<file path="config.mk">
export PLATFORM = sky130hd
export DESIGN_NAME = pid_controller_two_mode_unit
export DESIGN_NICKNAME = d
export VERILOG_FILES = /design/src/pidtm_pkg.sv /design/src/pid_controller_two_mode_unit.sv
export SDC_FILE = /design/constraint.sdc
export NUM_CORES = 2
export LEC_CHECK = 0
export BUFFER_PORTS_ARGS = -buffer_cell sky130_fd_sc_hd__buf_2
export CAP_MARGIN = 10
export CORE_MARGIN = 5
export CORE_UTILIZATION = 31
export DETAILED_ROUTE_END_ITERATION = 6
export HOLD_SLACK_MARGIN = 0.02
export PLACE_DENSITY_LB_ADDON = 0.3
export REMOVE_ABC_BUFFERS = 1
export SETUP_SLACK_MARGIN = 0.5
export SLEW_MARGIN = 10
export SYNTH_ARGS = -nofsm -noshare
export SYNTH_HDL_FRONTEND = slang
export SYNTH_SLANG_ARGS = --single-unit
</file>
<file path="constraint.sdc">
create_clock -name clk -period 13.7 [get_ports clk]
set_clock_uncertainty 0.2 [all_clocks]
set_input_delay 2.74 -clock clk [delete_from_list [all_inputs] [get_ports clk]]
set_output_delay 2.74 -clock clk [all_outputs]
set_load 0.05 [all_outputs]
</file>
<file path="src/pidtm_pkg.sv">
`timescale 1ns / 1ps

package pidtm_pkg;

	// Defaults for the top-level parameters.
	localparam int unsigned FRAC_BITS_DEF = 8;
	localparam int unsigned ACC_WIDTH_DEF = 40;

	// Fixed field widths.
	localparam int unsigned DATA_W  = 24;
	localparam int unsigned ERR_W   = 25;
	localparam int unsigned GAIN_W  = 16;
	localparam int unsigned LIMIT_W = 23;
	localparam int unsigned DRIVE_W = 16;
	localparam int unsigned CFG_IDX_W  = 3;
	localparam int unsigned CFG_DATA_W = 23;

	// Shared multiplier: signed A times a zero-extended 16-bit factor.
	localparam int unsigned MUL_A_W = 26;
	localparam int unsigned MUL_B_W = 17;
	localparam int unsigned PROD_W  = MUL_A_W + MUL_B_W;

	// Accumulator view fed to the integral product, limited to +-2^40.
	localparam int unsigned MS_W      = 42;
	localparam int unsigned MS_LO_W   = 21;
	localparam int unsigned ILO_W     = 29;
	localparam int unsigned ITERM_W   = 51;
	localparam int unsigned TOTAL_W   = 36;
	localparam logic [63:0] MS_LIMIT  = 64'd1 << 40;

	// Error scale of 0.7 in speed mode, as a 16-bit fraction.
	localparam logic [MUL_B_W-1:0] SCALE_07 = 17'd45875;

	// Bands in whole units, shifted by the fraction width in the datapath.
	localparam int unsigned ZERO_BAND_INT  = 100;
	localparam int unsigned INTEG_BAND_INT = 400;
	localparam int unsigned LARGE_ERR_INT  = 30;

	localparam logic [23:0] DRIVE_POS_CAP = 24'd32767;
	localparam logic [23:0] DRIVE_NEG_CAP = 24'd32768;
	localparam logic signed [DRIVE_W-1:0] DRIVE_MAX = 16'sh7fff;
	localparam logic signed [DRIVE_W-1:0] DRIVE_MIN = 16'sh8000;

	// Operating modes.
	localparam logic [1:0] MODE_OFF   = 2'd0;
	localparam logic [1:0] MODE_SPEED = 2'd1;
	localparam logic [1:0] MODE_ANGLE = 2'd2;
	localparam logic [1:0] MODE_PLAIN = 2'd3;

	// Register indexes.
	localparam logic [CFG_IDX_W-1:0] REG_MODE         = 3'd0;
	localparam logic [CFG_IDX_W-1:0] REG_PROP_GAIN    = 3'd1;
	localparam logic [CFG_IDX_W-1:0] REG_INTEG_GAIN   = 3'd2;
	localparam logic [CFG_IDX_W-1:0] REG_DERIV_GAIN   = 3'd3;
	localparam logic [CFG_IDX_W-1:0] REG_INTEG_LIMIT  = 3'd4;
	localparam logic [CFG_IDX_W-1:0] REG_DRIVE_LIMIT  = 3'd5;
	localparam logic [CFG_IDX_W-1:0] REG_DERIV_ENABLE = 3'd6;
	localparam logic [CFG_IDX_W-1:0] REG_ALT_SELECT   = 3'd7;

	function automatic logic [ERR_W-1:0] err_mag(input logic signed [ERR_W-1:0] v);
		return v[ERR_W-1] ? ERR_W'(-v) : ERR_W'(v);
	endfunction

endpackage

</file>
<file path="src/pid_controller_two_mode_unit.sv">
`timescale 1ns / 1ps

// Channel   Handshake                  Payload
// sample    sample_valid/sample_stall  setpoint, measured
// result    result_valid/result_stall  drive, integrating
// config    cfg_valid/cfg_ready        cfg_index, cfg_data
//
// A request in the off mode goes from acceptance straight to the output state;
// with shaping, integral and derivative terms all active it steps through the
// states in turn, the single 26 x 17 multiplier serving the scale, gain and
// derivative products. A new sample is taken only while the sequencer is idle.
// The result register holds a finished request while result_stall is high.
// Reset clears the configuration, the integrator and the previous error.
module pid_controller_two_mode_unit import pidtm_pkg::*; #(
	parameter int unsigned FRAC_BITS = FRAC_BITS_DEF,
	parameter int unsigned ACC_WIDTH = ACC_WIDTH_DEF
) (
	input  logic                         clk,
	input  logic                         arst_n,
	input  logic                         sample_valid,
	output logic                         sample_stall,
	input  logic signed [DATA_W-1:0]     setpoint,
	input  logic signed [DATA_W-1:0]     measured,
	output logic                         result_valid,
	input  logic                         result_stall,
	output logic signed [DRIVE_W-1:0]    drive,
	output logic                         integrating,
	input  logic                         cfg_valid,
	output logic                         cfg_ready,
	input  logic [CFG_IDX_W-1:0]         cfg_index,
	input  logic [CFG_DATA_W-1:0]        cfg_data
);

	localparam int unsigned AW1 = ACC_WIDTH + 1;
	localparam int unsigned XW  = (ACC_WIDTH > MS_W) ? ACC_WIDTH : MS_W;

	localparam logic [31:0] BAND_ZERO  = 32'(ZERO_BAND_INT) << FRAC_BITS;
	localparam logic [31:0] BAND_INTEG = 32'(INTEG_BAND_INT) << FRAC_BITS;
	localparam logic [31:0] BAND_LARGE = 32'(LARGE_ERR_INT) << FRAC_BITS;
	localparam logic [31:0] BAND_HALF  = 32'd1 << (FRAC_BITS - 1);

	localparam logic signed [ACC_WIDTH-1:0] ACC_MAX = {1'b0, {(ACC_WIDTH-1){1'b1}}};
	localparam logic signed [ACC_WIDTH-1:0] ACC_MIN = {1'b1, {(ACC_WIDTH-1){1'b0}}};
	localparam logic signed [XW-1:0] BIG_X     = XW'(MS_LIMIT);
	localparam logic signed [XW-1:0] NEG_BIG_X = -BIG_X;

	typedef enum logic [12:0] {
		S_IDLE  = 13'b0000000000001,
		S_SCALE = 13'b0000000000010,
		S_SHAPE = 13'b0000000000100,
		S_PROP  = 13'b0000000001000,
		S_PACC  = 13'b0000000010000,
		S_ILO   = 13'b0000000100000,
		S_IHI   = 13'b0000001000000,
		S_ISUM  = 13'b0000010000000,
		S_IADD  = 13'b0000100000000,
		S_DMUL  = 13'b0001000000000,
		S_DADD  = 13'b0010000000000,
		S_CLAMP = 13'b0100000000000,
		S_OUT   = 13'b1000000000000
	} seq_state_t;

	seq_state_t state_q;

	// Configuration.
	logic [1:0]          mode_q;
	logic [GAIN_W-1:0]   prop_gain_q, integ_gain_q, deriv_gain_q;
	logic [LIMIT_W-1:0]  integ_limit_q, drive_limit_q;
	logic                deriv_enable_q, alt_select_q;

	// Loop state.
	logic signed [ACC_WIDTH-1:0] integ_sum_q;
	logic signed [ERR_W-1:0]     prev_error_q;
	logic                        integ_active_q;

	// Working registers of one request.
	logic signed [ERR_W-1:0]   e_q;
	logic                      spz_q;
	logic                      off_q;
	logic signed [PROD_W-1:0]  prod_q;
	logic signed [MS_W-1:0]    ms_q;
	logic [ILO_W-1:0]          iacc_q;
	logic signed [ITERM_W-1:0] iterm_q;
	logic signed [TOTAL_W-1:0] total_q;

	logic                      result_valid_q;
	logic signed [DRIVE_W-1:0] drive_q;
	logic                      integrating_q;

	logic sample_take;
	logic out_load;
	logic cfg_take;

	// Shared multiplier.
	logic signed [MUL_A_W-1:0] mul_a;
	logic signed [MUL_B_W-1:0] mul_b;
	logic signed [PROD_W-1:0]  prod_n;

	// Shaping.
	logic signed [ERR_W-1:0] es;
	logic [31:0]             es_mag;
	logic signed [ERR_W-1:0] e_n;
	logic                    act_n;
	logic                    clr_n;

	// Integrator and terms.
	logic signed [AW1-1:0]       sum_w;
	logic signed [ACC_WIDTH-1:0] sum_sat;
	logic signed [XW-1:0]        sum_x;
	logic signed [MS_W-1:0]      ms_n;
	logic signed [ITERM_W-1:0]   ilim;
	logic signed [ITERM_W-1:0]   iclamp;
	logic signed [TOTAL_W-1:0]   prod_term;
	logic signed [TOTAL_W-1:0]   dlim;
	logic signed [TOTAL_W-1:0]   total_clamp;
	logic [23:0]                 tmag;
	logic [23:0]                 tsh;
	logic signed [DRIVE_W-1:0]   drive_n;

	assign sample_stall = (state_q != S_IDLE);
	assign sample_take  = sample_valid && !sample_stall;
	assign out_load     = (state_q == S_OUT) && !(result_valid_q && result_stall);
	assign cfg_ready    = 1'b1;
	assign cfg_take     = cfg_valid && cfg_ready;

	assign result_valid = result_valid_q;
	assign drive        = drive_q;
	assign integrating  = integrating_q;

	always_comb begin
		mul_a = '0;
		mul_b = '0;
		case (state_q)
			S_SCALE: begin
				mul_a = MUL_A_W'(e_q);
				mul_b = SCALE_07;
			end
			S_PROP: begin
				mul_a = MUL_A_W'(e_q);
				mul_b = {1'b0, prop_gain_q};
			end
			S_ILO: begin
				mul_a = MUL_A_W'({1'b0, ms_q[MS_LO_W-1:0]});
				mul_b = {1'b0, integ_gain_q};
			end
			S_IHI: begin
				mul_a = MUL_A_W'($signed(ms_q[MS_W-1:MS_LO_W]));
				mul_b = {1'b0, integ_gain_q};
			end
			S_DMUL: begin
				mul_a = MUL_A_W'(e_q) - MUL_A_W'(prev_error_q);
				mul_b = {1'b0, deriv_gain_q};
			end
			default: begin
				mul_a = '0;
				mul_b = '0;
			end
		endcase
	end

	assign prod_n = mul_a * mul_b;

	// The scaled error sits in the product register when speed mode shapes it.
	always_comb begin
		es     = (mode_q == MODE_SPEED) ? prod_q[40:16] : e_q;
		es_mag = 32'(err_mag(es));
		e_n    = es;
		act_n  = integ_active_q;
		clr_n  = 1'b0;
		case (mode_q)
			MODE_SPEED: begin
				if (spz_q && es_mag < BAND_ZERO) begin
					e_n = '0;
				end
				act_n = !spz_q && es_mag < BAND_INTEG;
				clr_n = !act_n;
			end
			MODE_ANGLE: begin
				if (!alt_select_q && es_mag < BAND_HALF) begin
					e_n = '0;
				end
				act_n = alt_select_q && es_mag > BAND_LARGE;
				clr_n = !act_n;
			end
			default: begin
				e_n   = es;
				act_n = integ_active_q;
				clr_n = 1'b0;
			end
		endcase
	end

	// Saturating accumulate: an overflow shows as the top two bits differing.
	assign sum_w = AW1'(integ_sum_q) + AW1'(e_q);
	always_comb begin
		if (sum_w[AW1-1] != sum_w[AW1-2]) begin
			sum_sat = sum_w[AW1-1] ? ACC_MIN : ACC_MAX;
		end else begin
			sum_sat = sum_w[ACC_WIDTH-1:0];
		end
	end

	assign sum_x = XW'(integ_sum_q);
	always_comb begin
		if (sum_x > BIG_X) begin
			ms_n = BIG_X[MS_W-1:0];
		end else if (sum_x < NEG_BIG_X) begin
			ms_n = NEG_BIG_X[MS_W-1:0];
		end else begin
			ms_n = sum_x[MS_W-1:0];
		end
	end

	assign ilim = $signed(ITERM_W'(integ_limit_q));
	always_comb begin
		if (iterm_q > ilim) begin
			iclamp = ilim;
		end else if (iterm_q < -ilim) begin
			iclamp = -ilim;
		end else begin
			iclamp = iterm_q;
		end
	end

	// The proportional and derivative products drop eight fraction bits with an arithmetic shift.
	assign prod_term = TOTAL_W'($signed(prod_q[PROD_W-1:8]));

	assign dlim = $signed(TOTAL_W'(drive_limit_q));
	always_comb begin
		if (total_q > dlim) begin
			total_clamp = dlim;
		end else if (total_q < -dlim) begin
			total_clamp = -dlim;
		end else begin
			total_clamp = total_q;
		end
	end

	// Truncation toward zero works on the magnitude, then restores the sign.
	assign tmag = total_q[TOTAL_W-1] ? 24'(-total_q) : 24'(total_q);
	assign tsh  = tmag >> FRAC_BITS;
	always_comb begin
		if (off_q) begin
			drive_n = '0;
		end else if (!total_q[TOTAL_W-1]) begin
			drive_n = (tsh > DRIVE_POS_CAP) ? DRIVE_MAX : $signed(tsh[DRIVE_W-1:0]);
		end else begin
			drive_n = (tsh >= DRIVE_NEG_CAP) ? DRIVE_MIN : $signed(16'(-tsh));
		end
	end

	always_ff @(posedge clk or negedge arst_n) begin
		if (!arst_n) begin
			state_q        <= S_IDLE;
			result_valid_q <= 1'b0;
			mode_q         <= MODE_OFF;
			prop_gain_q    <= '0;
			integ_gain_q   <= '0;
			deriv_gain_q   <= '0;
			integ_limit_q  <= '0;
			drive_limit_q  <= '0;
			deriv_enable_q <= 1'b0;
			alt_select_q   <= 1'b0;
			integ_sum_q    <= '0;
			prev_error_q   <= '0;
			integ_active_q <= 1'b0;
		end else begin
			if (cfg_take) begin
				case (cfg_index)
					REG_MODE:         mode_q         <= cfg_data[1:0];
					REG_PROP_GAIN:    prop_gain_q    <= cfg_data[GAIN_W-1:0];
					REG_INTEG_GAIN:   integ_gain_q   <= cfg_data[GAIN_W-1:0];
					REG_DERIV_GAIN:   deriv_gain_q   <= cfg_data[GAIN_W-1:0];
					REG_INTEG_LIMIT:  integ_limit_q  <= cfg_data[LIMIT_W-1:0];
					REG_DRIVE_LIMIT:  drive_limit_q  <= cfg_data[LIMIT_W-1:0];
					REG_DERIV_ENABLE: deriv_enable_q <= cfg_data[0];
					REG_ALT_SELECT:   alt_select_q   <= cfg_data[0];
					default: ;
				endcase
			end

			if (out_load) begin
				result_valid_q <= 1'b1;
			end else if (!result_stall) begin
				result_valid_q <= 1'b0;
			end

			case (state_q)
				S_IDLE: begin
					if (sample_take) begin
						if (mode_q == MODE_OFF) begin
							state_q <= S_OUT;
						end else if (mode_q == MODE_SPEED) begin
							state_q <= S_SCALE;
						end else begin
							state_q <= S_SHAPE;
						end
					end
				end
				S_SCALE: state_q <= S_SHAPE;
				S_SHAPE: begin
					integ_active_q <= act_n;
					if (clr_n) begin
						integ_sum_q <= '0;
					end
					state_q <= S_PROP;
				end
				S_PROP: begin
					if (integ_active_q) begin
						integ_sum_q <= sum_sat;
					end
					state_q <= S_PACC;
				end
				S_PACC: begin
					if (integ_active_q) begin
						state_q <= S_ILO;
					end else if (deriv_enable_q) begin
						state_q <= S_DMUL;
					end else begin
						state_q <= S_CLAMP;
					end
				end
				S_ILO:  state_q <= S_IHI;
				S_IHI:  state_q <= S_ISUM;
				S_ISUM: state_q <= S_IADD;
				S_IADD: state_q <= deriv_enable_q ? S_DMUL : S_CLAMP;
				S_DMUL: begin
					prev_error_q <= e_q;
					state_q      <= S_DADD;
				end
				S_DADD:  state_q <= S_CLAMP;
				S_CLAMP: state_q <= S_OUT;
				S_OUT: begin
					if (out_load) begin
						state_q <= S_IDLE;
					end
				end
				default: state_q <= S_IDLE;
			endcase
		end
	end

	always_ff @(posedge clk) begin
		prod_q <= prod_n;
		if (sample_take) begin
			e_q   <= ERR_W'(setpoint) - ERR_W'(measured);
			spz_q <= (setpoint == '0);
			off_q <= (mode_q == MODE_OFF);
		end
		case (state_q)
			S_SHAPE: e_q <= e_n;
			S_PACC: begin
				total_q <= prod_term;
				ms_q    <= ms_n;
			end
			S_IHI:  iacc_q  <= prod_q[ILO_W+7:8];
			S_ISUM: iterm_q <= (ITERM_W'($signed(prod_q[37:0])) <<< 13) + ITERM_W'(iacc_q);
			S_IADD: total_q <= total_q + TOTAL_W'(iclamp);
			S_DADD: total_q <= total_q + prod_term;
			S_CLAMP: total_q <= total_clamp;
			default: ;
		endcase
		if (out_load) begin
			drive_q       <= drive_n;
			integrating_q <= !off_q && integ_active_q;
		end
	end

	a_state_onehot: assert property (@(posedge clk) disable iff (!arst_n)
		$onehot(state_q))
		else $error("sequencer state is not one-hot");

	a_inactive_sum_cleared: assert property (@(posedge clk) disable iff (!arst_n)
		(state_q == S_PROP && !integ_active_q &&
		 (mode_q == MODE_SPEED || mode_q == MODE_ANGLE)) |-> integ_sum_q == '0)
		else $error("integrator not cleared while integration is off");

	a_total_within_limit: assert property (@(posedge clk) disable iff (!arst_n)
		(state_q == S_OUT && !off_q) |-> (total_q <= dlim && total_q >= -dlim))
		else $error("drive total outside its limit");

	a_off_keeps_state: assert property (@(posedge clk) disable iff (!arst_n)
		(sample_take && mode_q == MODE_OFF) |=>
		(integ_sum_q == $past(integ_sum_q) && prev_error_q == $past(prev_error_q) &&
		 integ_active_q == $past(integ_active_q)))
		else $error("off mode changed the loop state");

endmodule
</file>
# Word-level counts from Yosys, hierarchy flattened
# Index checks and enable logic that the tools add are counted.
# Widths: inputs -> output; s select.
# word_totals
regBits,423
latch_bits,0
out_inout_bits,20
romBits,0
elab_cells,150
ram_bits,0
n_memories,0
# op_classes
n_reduce_logical,37
n_bitwise,0
muxes,35
addsub,11
mul,1
n_div,0
eq_ne,30
magnitude_cmp,12
shifts,0
# op_table
operator,n
$pmux 13 s13,1
$mux 40,4
$mux 25,6
$mux 36,4
$pmux 36 s4,1
$pmux 26 s4,1
$pmux 40 s2,1
$pmux 16 s4,1
$add 51x29->51,1
$gt 51x24->1,1
$lt 51x51->1,1
$neg 23->51,1
$pmux 25 s2,1
$mux 16,3
$mul 26x17->43,1
$gt 40x42->1 const B,1
$mux 42,1
$add 40x25->41,1
$lt 40x41->1 const B,1
$mux 13,3
$add 36x35->36,1
$add 36x36->36,1
$gt 36x24->1,1
$lt 36x36->1,1
50 further kinds,87

# Logic depth before layout (Yosys ltp)
# depth
ltp_word,10
depth_mapped,40
ltp_nobuf,39

# Worst setup path after synthesis
# Ideal clock, no wire load.
# synth_path
kind,reg-to-reg
start,reg state_q[11]
end,reg prod_q[42]
arrival_ns,9.231
slack_ns,4.197
stages_incl_launch_ff,35
cell_sequence,dfrtp_1 -> nor4_1 -> nand2_1 -> nor2_1 -> and4b_1 -> clkbuf_1 -> clkbuf_1 -> a222oi_1 -> nand2_1 -> clkbuf_1 -> nand2_1 -> fa_1 -> inv_1 -> fa_1 -> inv_1 -> fa_1 -> fa_1 -> inv_1 -> fa_1 -> inv_1 -> fa_1 -> inv_1 -> ha_1 -> a21o_1 -> a21o_1 -> a2111oi_0 -> a2111oi_0 -> o211ai_1 -> o211ai_1 -> a41oi_1 -> a21oi_1 -> a21oi_1 -> nor2b_1 -> nor2_1 -> xnor2_1
# synth_between
elab_chain_cells,4
elab_cells_between_ends,10
classes_between,mul: 1; eq/ne: 5; mux: 2; reduce/logical: 2
# synth_rtl
item,line,text
start: declaration,pid_controller_two_mode_unit.sv:63,seq_state_t state_q;
start signal: assignment,pid_controller_two_mode_unit.sv:326,S_IADD: state_q <= deriv_enable_q ? S_DMUL : S_CLAMP;
"$eq 13x4->1, or another cell as far along",pid_controller_two_mode_unit.sv:133,case (state_q)
$reduce_or 2->1 (no source line),-,
$pmux 26 s4 or $pmux 16 s4 (tied branches),pid_controller_two_mode_unit.sv:133,
$mul 26x17->43 *,pid_controller_two_mode_unit.sv:161,assign prod_n = mul_a * mul_b;
net prod_n[42],pid_controller_two_mode_unit.sv:97,logic signed [PROD_W-1:0] prod_n;
end signal: assignment,pid_controller_two_mode_unit.sv:344,prod_q <= prod_n;
end: declaration,pid_controller_two_mode_unit.sv:80,logic signed [PROD_W-1:0] prod_q;
# Mark *: on every way through the listed nets, which the timed path passes. The rest lies on a longest branch.
# A chain may end at the register's enable or synchronous reset.

# Worst setup path in the final report
# layout_path
start,reg state_q[12]
end,reg prod_q[41]
# The elaborated chain is that of the path after synthesis.

==> results.md <==
- CTS Hold Bufs: 0
- WL final: roughly 140 mm
- Fraction of the cycle the final worst path needs: approximately four fifths
- Htree depth: 2
- YS warnings: 0
- Die Wd: between 300 and 400 µm
- Drt wl/cell: roughly 20 µm
- Distinct cells, synth: 100
- PD cells: 105.0 nW/µm²
- Setup Crit Path Kind: flip-flop to flip-flop
- Min Tclk post-route: roughly 11,000 ps
- Detailed Routing Iterations Pass 1: 7
- Die height: 391.1 µm
- Worst Setup End Kind: flip-flop
- Ports: 99
- GRT Total Usage: a little under a fifth
- Design area: 49,550 µm²
- WP data arrival: roughly 11,000 ps
- Synth Register Bits: between 400 and 500
- Slew headroom: 21.39%
- Worst Path Max Fanout: between 60 and 70
- R2R Path Start: state_q[12]
- Failing checks: design-rule violations
- Post-route DRC: 5
- Final setup viols: 0
- CTS tree: built
- Number of hold violations in the final report: 0
- Initial Util: 31.26%
- Peak supply drop: 105.3 µV
- Area added between synthesis and finish: 10.06%
- Via-per-instance ratio: 5.216
- Startpoint of the worst hold path: iacc_q[9]
- Final net count: 5,894
- Slack of the critical path: 2640 ps
- Clk_lat worst skew: between 600 and 700 ps
- Vias in the first global route: roughly 36,000
- Clock Pin Slew Worst Setup and Hold Paths: approximately 60 ps
- Clock Path Buffers: 3
- Grt ovf: 0
- Placed Area: 47,800 µm²
- Worst slew pin tran: approximately 1200 ps
- Number of flops mapped to enable cells by yosys: 200
- Final HPWL DP: ~110 mm
- Post-CTS Setup Bufs: 0
- PostCTS Resize Cnt: 0
- Post-Synthesis Cells: 4,992
- Site Rows: 139
- Setup TNS Final: 0 ps
- Initial antenna violation count: 21
- Max-slew violations: 0
- Clock Sinks: between 400 and 500
- CP Launch Point: state_q[12]
- Port Buf Inserts: between 90 and 100
- CTS Root Cell: clkbuf_16
- Cts bufs inserted: 48
- RSZ-0062 raised after global routing: false
- Placer Congestion: 0.8999
- Mapped Area: roughly 45,000 µm²
- Vias: ~36,000
- Setup Slack @ Placement: between 2000 and 3000 ps
- Die ar.: 152,900 µm²
- Post-synthesis async set-or-reset flop share: 42.28%
- Share of cells above drive strength 1: 8.615%
- Max_cap viols: 0
- Fmax: around 90 MHz
- First-pass GRT wire length: 219.2 mm
- Top FF cell, synth: edfxtp_1
- Drt first-iter violations: between 2,000 and 3,000
- Sequential-to-total area share from yosys stat: approximately 25%
- Core ar.: 144,000 µm²
- FILL cells: between 10,000 and 15,000
- Status: finished, violations left
- ANT nets after route: 0
- Critical Path Start Type: flip-flop
- Worst path slowest cell: or3b_2
- Largest net degree at the start of global routing: 70
- Min-Delay Path Class: flip-flop to flip-flop
- Largest stage delay, worst path: 810 ps
- Most common cell on crit path: fa_1
- Synthesized area per cell: ~9.0 µm²
- LEAKAGE: 22.21 nW
- WP data required: between 10,000 and 15,000 ps
## layout by cell type (no fill, tap or decap), types with 34 or more instances in the layout
master / n
nand3_1: 75
mux2_2: 97
nor2_1: 390
nand4_1: 51
a21o_1: 102
nand2b_1: 49
nor3_1: 68
buf_4: 91
nand2_1: 584
a21oi_1: 224
o21ai_0: 250
a31oi_1: 39
o21a_1: 54
and2_1: 34
xor2_1: 66
clkbuf_16: 49
nor4_1: 46
edfxtp_1: 200
fa_1: 410
dfrtp_1: 177
buf_2: 96
dfxtp_1: 43
a22oi_1: 37
nor2b_1: 59
o31ai_1: 34
ha_1: 383
inv_1: 653
xnor2_1: 182
## layer usage
metal / vias up / track usage [%] / share of wire, %
li1: 17089 / - / -
met1: 18029 / 24.65 / 43
met2: 1006 / 30.91 / 48
met3: 234 / 2.353 / 6.1
met4: 2 / 5.575 / 3.2
met5: - / 0 / 0.0092
## area by class of cell
type	instances	area (µm²)	share of cell area [%]
antenna	7	17.52	0.03535
clock buffer	64	1373	2.770
clock inverter	26	356.6	0.7197
inverter	654	2455	4.955
multi-input combinational	3708	30470	61.49
sequential	421	11320	22.85
tap	1903	2381	4.806
timing repair buffer	188	1177	2.376
## metrics by stage
step           power [mW]  cells  hold slack [ps]  utilization, %
2_1_floorplan       3.124   4783            200.3               -
3_3_place_gp        3.749   6874            201.7           33.19
3_5_place_dp        3.777   6874            204.5           33.19
4_1_cts             5.222   6964            217.3           34.40
5_1_grt             5.527   6967            223.5           34.40
6_report            5.201   6971            213.4           34.41
## kinds of logic after synthesis
logic type,share of synthesized area [%]
xor gates and xnor gates,4.880
muxes,3.146
buffers and inverters,7.387
and+or+nand+nor,15.94
adders and majority gates,28.90
AOI/OAI and AO/OA,14.59
other,0.008330
DFF,25.15
## state kept, by name, indices dropped and copies added, names as in the netlist, 2 cells and up
signal and flops:
iacc_q 29, drive_limit_q 23, deriv_gain_q 16, e_q 25
iterm_q 51, integ_limit_q 23, integ_sum_q 40, drive 16
total_q 36, prop_gain_q 16, integ_gain_q 16, prev_error_q 25
state_q 13, mode_q 2, ms_q 40, prod_q 43
## worst max-delay path: cells and delay by family, from the launching register on
kind                     cells  cell delay [ps]
XOR/XNOR                     1              140
buffers and inverters        5             1010
flip-flops                   1              410
AO/OA/AOI/OAI               10             3110
adder cells (fa/ha/maj)      7             3310
AND/OR/NAND/NOR              8             2710
## cells in the mapped netlist (27+ instances only)
cell type / instances / area (µm²)
nor4_1: 46 / 287.8
xnor2_1: 183 / 1603
nand4_1: 51 / 319.1
a21oi_1: 226 / 1131
and2_1: 34 / 212.7
nand3_1: 76 / 380.4
a22oi_1: 37 / 277.8
mux2_2: 97 / 1092
o21ai_0: 254 / 1271
nor2b_1: 59 / 369.1
and3_1: 33 / 206.5
nor3_1: 69 / 345.3
nand2_1: 584 / 2192
dfrtp_1: 177 / 4429
or3_1: 27 / 168.9
nor2_1: 392 / 1471
xor2_1: 66 / 578.1
ha_1: 384 / 4805
edfxtp_1: 200 / 6006
fa_1: 410 / 8208
clkbuf_1: 173 / 649.4
o31ai_1: 34 / 255.2
a31oi_1: 39 / 244.0
nand2b_1: 49 / 306.5
mux2i_1: 31 / 310.3
inv_1: 654 / 2455
o21a_1: 54 / 405.4
a21o_1: 103 / 773.2
dfxtp_1: 43 / 860.8
## where the power goes
part	internal (mW)	total, mW	switching (mW)
clock	0.827	1.43	0.598
sequential	1.50	1.70	0.201
combinational	0.786	2.08	1.29
total	3.11	5.20	2.09
## worst paths after layout
path / endpoint / slack [ps] / depth (start not counted)
setup / recovery: prod_q[41] / 2640 / 31
hold / removal: iterm_q[9] / 210 / 0
setup reg to reg: prod_q[41] / 2640 / 31
hold reg to reg: iterm_q[9] / 210 / 0
max in group asynchronous: prev_error_q[24] / 9150 / 3
min in group asynchronous: drive_limit_q[18] / 1840 / 1
No activity file was read; power rests on OpenSTA's default activity.
